`src/rtl/core/factorization_machine_score_macros.svh`:
```
// ---------------------------------------------------------------------------
// Assertion macros for the FM scoring block
// Clocked concurrent checks, empty when SYNTHESIS is defined.
// ---------------------------------------------------------------------------
`ifndef FACTORIZATION_MACHINE_SCORE_MACROS_SVH
`define FACTORIZATION_MACHINE_SCORE_MACROS_SVH

`ifndef SYNTHESIS
// check outside reset
`define FMS_ASSERT(lbl, prop, msg) \
  lbl: assert property (@(posedge clk_i) disable iff (!rst_ni) prop) else $error(msg);
// check at every edge, reset included
`define FMS_ASSERT_RST(lbl, prop, msg) \
  lbl: assert property (@(posedge clk_i) prop) else $error(msg);
`else
`define FMS_ASSERT(lbl, prop, msg)
`define FMS_ASSERT_RST(lbl, prop, msg)
`endif

`endif

```
`src/rtl/core/fms_pkg.sv`:
```
// ---------------------------------------------------------------------------
// fms_pkg
// Shared constants and types of the FM scoring block.
// ---------------------------------------------------------------------------
package fms_pkg;

  localparam int FMS_FACTORS     = 8;   // default factor count
  localparam int FMS_MAX_FACTORS = 8;   // factor lanes carried per item
  localparam int FMS_QDEPTH      = 4;   // work queue depth
  localparam int FMS_QCW         = $clog2(FMS_QDEPTH + 1);
  localparam int FMS_TW          = 100; // score accumulator, Q52.48 x2

  localparam logic [30:0] FMS_LOG2E_Q30 = 31'd1549082005;
  localparam logic [31:0] FMS_LN2_Q32   = 32'd2977044472;
  localparam logic [20:0] FMS_A_LIMIT   = 21'h100000;     // 16.0 in Q8.16
  localparam logic [3:0]  FMS_TERMS     = 4'd12;
  localparam logic [5:0]  FMS_PDIV_LAST = 6'd49;          // 50 quotient bits
  localparam logic [5:0]  FMS_KDIV_LAST = 6'd8;           // 9 x 4 bits

  // one feature after the multipliers
  typedef struct packed {
    logic                              last;
    logic [FMS_MAX_FACTORS-1:0][63:0] sq;
    logic [FMS_MAX_FACTORS-1:0][31:0] d;
    logic [31:0]                       lin;
  } fms_work_t;

  typedef struct packed {
    logic               empty;
    logic [FMS_QCW-1:0] count;
  } fms_qstat_t;

endpackage

```
`src/rtl/core/fms_queue.sv`:
```
// ---------------------------------------------------------------------------
// fms_queue
// Short FIFO between the multiplier front and the accumulate back.
// ---------------------------------------------------------------------------
module fms_queue
  import fms_pkg::*;
(
  input  logic       clk_i,
  input  logic       rst_ni,
  input  logic       push_i,
  input  fms_work_t  data_i,
  input  logic       pop_i,
  output fms_work_t  head_o,
  output fms_qstat_t qstat_o
);

  localparam int PW = (FMS_QDEPTH > 1) ? $clog2(FMS_QDEPTH) : 1;

  fms_work_t          mem_q [FMS_QDEPTH];
  logic [PW-1:0]      wr_q, rd_q;
  logic [FMS_QCW-1:0] count_q;

  always_ff @(posedge clk_i) begin
    if (push_i) begin
      mem_q[wr_q] <= data_i;
    end
  end

  always_ff @(posedge clk_i or negedge rst_ni) begin
    if (!rst_ni) begin
      wr_q    <= '0;
      rd_q    <= '0;
      count_q <= '0;
    end else begin
      if (push_i) begin
        wr_q <= (wr_q == PW'(FMS_QDEPTH - 1)) ? '0 : wr_q + PW'(1);
      end
      if (pop_i) begin
        rd_q <= (rd_q == PW'(FMS_QDEPTH - 1)) ? '0 : rd_q + PW'(1);
      end
      if (push_i && !pop_i) begin
        count_q <= count_q + FMS_QCW'(1);
      end else if (pop_i && !push_i) begin
        count_q <= count_q - FMS_QCW'(1);
      end
    end
  end

  assign head_o        = mem_q[rd_q];
  assign qstat_o.count = count_q;
  assign qstat_o.empty = (count_q == '0);

endmodule

```
`config.mk`:
```
export PLATFORM = sky130hd
export DESIGN_NAME = fms_queue
export DESIGN_NICKNAME = d
export VERILOG_FILES = /design/src/rtl/core/factorization_machine_score_macros.svh /design/src/rtl/core/fms_pkg.sv /design/src/rtl/core/fms_queue.sv
export SDC_FILE = /design/constraint.sdc
export NUM_CORES = 2
export LEC_CHECK = 0
export ABC_AREA = 0
export BUFFER_PORTS_ARGS = -buffer_cell sky130_fd_sc_hd__clkbuf_2
export CORE_AREA = 2 2 628 630
export CTS_CLUSTER_SIZE = 10
export DETAILED_ROUTE_END_ITERATION = 12
export DIE_AREA = 0 0 630 632
export GPL_ROUTABILITY_DRIVEN = 0
export PLACE_DENSITY = 0.55
export RECOVER_POWER = 100
export SLEW_MARGIN = 40
export SYNTH_ARGS = -nofsm -noshare
export SYNTH_HDL_FRONTEND = slang
export SYNTH_SLANG_ARGS = --single-unit
```
`constraint.sdc`:
```
create_clock -name clk_i -period 24.2 [get_ports clk_i]
set_clock_uncertainty 0.15 [all_clocks]
set_input_delay 3.63 -clock clk_i [delete_from_list [all_inputs] [get_ports clk_i]]
set_output_delay 3.63 -clock clk_i [all_outputs]
set_load 0.01 [all_outputs]
```
Yosys cells after proc, flatten, opt, wreduce, memory -nomap -nowiden
Memories as Yosys holds them, arrays and structs flattened.
Index checks and enable logic that the tools add are counted.
{"block": "op_classes", "eq_ne": 2, "muxes": 6, "reduce_logical": 6, "addsub": 4}
{"cell": "$mux 3", "n": 2}
{"cell": "$add 2x1->2 const B", "n": 2}
{"cell": "$eq 2x2->1 const B", "n": 2}
{"cell": "$mux 2", "n": 2}
{"cell": "$add 3x1->3 const B", "n": 1}
{"cell": "$logic_not 3->1", "n": 1}
{"cell": "$sub 3x1->3 const B", "n": 1}
{"cell": "$logic_and 1x1->1", "n": 2}
{"cell": "$logic_not 1->1", "n": 2}
{"cell": "$mux 1", "n": 2}
{"cell": "$reduce_bool 2->1", "n": 1}
{"block": "word_totals", "n_memories": 1, "out_inout_bits": 805, "register_bits": 7, "wordCells": 22, "in_bits": 805, "mem_bits_rw": 3204}
{"memory": "mem_q", "depth": 4, "width": 801, "read_ports": 1, "rd_clocked_by_memory_dff": 0, "wr": 1, "line_no": "fms_queue.sv:19", "rtl": "fms_work_t mem_q [FMS_QDEPTH];"}

Longest topological paths before layout
{"block": "logic_depth", "ltp_word": 4, "ltp_mapped": 7}

Worst setup path before layout
No wires, ideal clock.
{"block": "synth_timing", "kind": "input-to-reg", "startpoint": "input push_i", "endpoint": "memory mem_q[0][0] in the netlist's numbering (enable)", "setup_ns": 1.272, "stages": 1, "n_path_buf": 0, "required_time_ns": 22.778, "arrival_ns": 21.563, "slack_ns": 1.216, "cell_sequence": "and2_1"}
{"block": "synth_between", "elab_chain_len": 2}
{"element": "start: declaration", "line_no": "fms_queue.sv:10", "rtl": "input logic push_i,"}
{"element": "$mux 1", "line_no": "fms_queue.sv:24", "rtl": "if (push_i) begin"}
{"element": "$mux 1 (implied by the code)", "line_no": "fms_queue.sv:25", "rtl": "mem_q[wr_q] <= data_i;"}
{"element": "end: declaration", "line_no": "fms_queue.sv:19"}
No other way between the ends.

Final worst setup path
{"block": "layout_timing", "startpoint": "input push_i", "endpoint": "memory mem_q[0][649] in the netlist's numbering (enable)"}
Same word-level chain as after synthesis.

==> impl_metrics.yaml <==
run_status:
  outcome: "finished with violations"
  violations: "capacitance limit, slew limit"
clocking:
  clock-sinks: 3211
  clk_latency_ns: 0.90
  hold_buffers: 0
  cts_tree: "yes"
  max-clock-path-buffers: 4
  cts_buffers: 369
  path_clk_slew_ns: 0.05
  post_cts_buffers: 0
  clockRootBuffer: "clkbuf_16"
  ctsResizeCount: 0
  htree_levels: 5
global_routing:
  grt_use_total_pct: 15.6
  grt_pass1_wl_um: 443000
  grt_max_degree: 120
  gr-total-overflow: 0
  antenna_found_initial: 192
  grt_pass1_vias: 56300
pwr:
  p_int_w: 0.0118
  cellPowerDensity_nw_per_um2: 124
  pwr-share-clk_pct: 28.2
  seqPwrFrac_pct: 43.0
  total_power_w: 0.0172
  power.static_leakage_nw: 41.9
  ir_drop_v: 0.000105
  switching_share_pct: 31.4
  combPwrFrac_pct: 28.8
  p_sw_w: 0.00539
worst_hold_path:
  hp-class: "flop to flop"
synthesis:
  syn_area_sq_um: 116000
  ys_seq_area_share_pct: 83.1
  syn-num-nets: 5031
  ys_ff_latch: 3211
  synth.distinct_cells: 18
  syn_avg_cell_area_sq_um: 27.5
  yosysWarnings: 0
  postSynthCellCount: 4219
setup_path:
  worstSetupPathType: "input pin to flop"
  start_kind: "input pin"
  end_kind: "flop"
  crit_required_ns: 24.46
  reg2reg_slack_ns: 10.67
  critPathMaxFanout: 77
  arrival_ns: 16.16
final_layout:
  fillers: 36600
  final_cell_mix: "edfxtp_1, clkbuf_1, mux4_2"
  final_common_cell: "edfxtp_1"
  areaGrowthSynthToFinish_pct: 19.3
  drive_gt1_share_pct: 20.5
  nNetsFinal: 6926
place:
  dp_hpwl_um: 223000
  io_buffers: 1609
routing:
  final_antenna_net_count: 0
  vias_per_cell: 4.71
  vias: 54200
  drt_iter0_markers: 4233
  drc_errors: 0
  routedWlPerCell_um: 28.0
  wl_um: 322000
  dr.pass1.iters: 5
die:
  die_h_um: 632
  io_pins: 1610
  rows: 230
  die_area_sq_um: 398000
  die_w_um: 630
  design.core.area_sq_um: 391000
  initial_core_util_pct: 29.6
sta:
  min_period_ns: 15.90
  maxSlewViolCount: 2663
  fin_crit_sh_pct: 65.7
  max_slew_margin_pct: -420
  hold_viol: 0
  rsz0062_at_grt: "no"
  setup_tns_ns: 0
  fmax_mhz: 62.9
  setup_viol: 0
  worst_pin_slew_ns: 7.79
flow_run:
  maxCapViolCount: 54
[stage by stage]
stage	hold slack (ns)	cell area, sq um	setup slack (ns)	util, %	cells
6_report	0.477	138000	8.30	35.4	11500
5_1_grt	0.500	138000	7.12	35.3	11500
4_1_cts	0.486	140000	14.53	35.9	11400
3_5_place_dp	0.455	130000	15.11	33.3	11000
3_3_place_gp	0.438	130000	14.56	33.2	11000
2_1_floorplan	0.373	116000	1.22	-	4219
[path summary, 6_finish.rpt]
check                            from            end  cells after the start
max reg2reg                   wr_q[0]  mem_q[0][649]                      6
min reg2reg                count_q[2]     count_q[2]                      1
max                            push_i  mem_q[0][649]                      5
max in group asynchronous      rst_ni        rd_q[1]                      1
min                        count_q[2]     count_q[2]                      1
min in group asynchronous      rst_ni        wr_q[1]                      1
[cell usage after synthesis (all sizes together)]
cell	number	area, sq um
and2	4	25.0
buf	162	1290
clkbuf	16	60.1
dfrtp	7	175
edfxtp	3204	96200
fa	1	20.0
ha	6	75.1
inv	4	15.0
mux2	3	33.8
mux4	801	18000
nand2	2	7.51
nor2	3	11.3
nor3	1	5.00
o21ai	2	10.0
xnor2	1	8.76
xor2	2	17.5
[layout make-up]
class,instances,area [sq um],area share (%)
diodes,74,185,0.134
inverters,4,15.0,0.0109
flip-flops and latches,3211,96400,69.7
multi-input cells,826,18300,13.2
well taps,5220,6530,4.72
repair buffers,1702,6880,4.97
clock inverters,41,557,0.402
clock buffers,425,9540,6.89
[cell families (layout without fill, tap and decap cells)]
logic type | after synthesis | after routing | share of synthesized area, %
and+or+nand+nor | 10 | 10 | 0.0421
buffers and inverters | 182 | 2172 | 1.17
AOI/OAI and AO/OA | 2 | 2 | 0.00863
other | 0 | 74 | 0
DFF | 3211 | 3211 | 83.1
adders and majority gates | 7 | 7 | 0.0820
xor gates and xnor gates | 3 | 3 | 0.0227
muxes | 804 | 804 | 15.6
[layer usage]
metal | routed length (um) | global-route usage [%] | up-vias | part of all wire (%)
li1 | - | - | 22300 | -
met1 | 115000 | 17.5 | 28900 | 36
met2 | 165000 | 27.0 | 2233 | 51
met3 | 31000 | 6.11 | 702 | 9.6
met4 | 10600 | 5.29 | 108 | 3.3
met5 | 703 | 0 | - | 0.22
[critical path, stage by stage]
cell and delay, ns:
clkbuf_1 0.26, and2_0 2.72, clkbuf_1 2.73, clkbuf_1 3.73, clkbuf_1 2.84
[flip-flops by register name (all words and copies together) (netlist names)]
name,cells
count_q,3
mem_q,3204
rd_q,2
wr_q,2
[power groups by stage]
stage / registers (W) / logic [W] / clock network, W
CTS: 0.00733 / 0.00532 / 0.00497
detailed placement: 0.00744 / 0.00531 / 0
global route: 0.00747 / 0.00527 / 0.00519
floorplan: 0.00822 / 0.00305 / 0
global placement: 0.00740 / 0.00530 / 0
finish: 0.00739 / 0.00496 / 0.00485
Note: power is estimated with default switching activity, not from simulation.
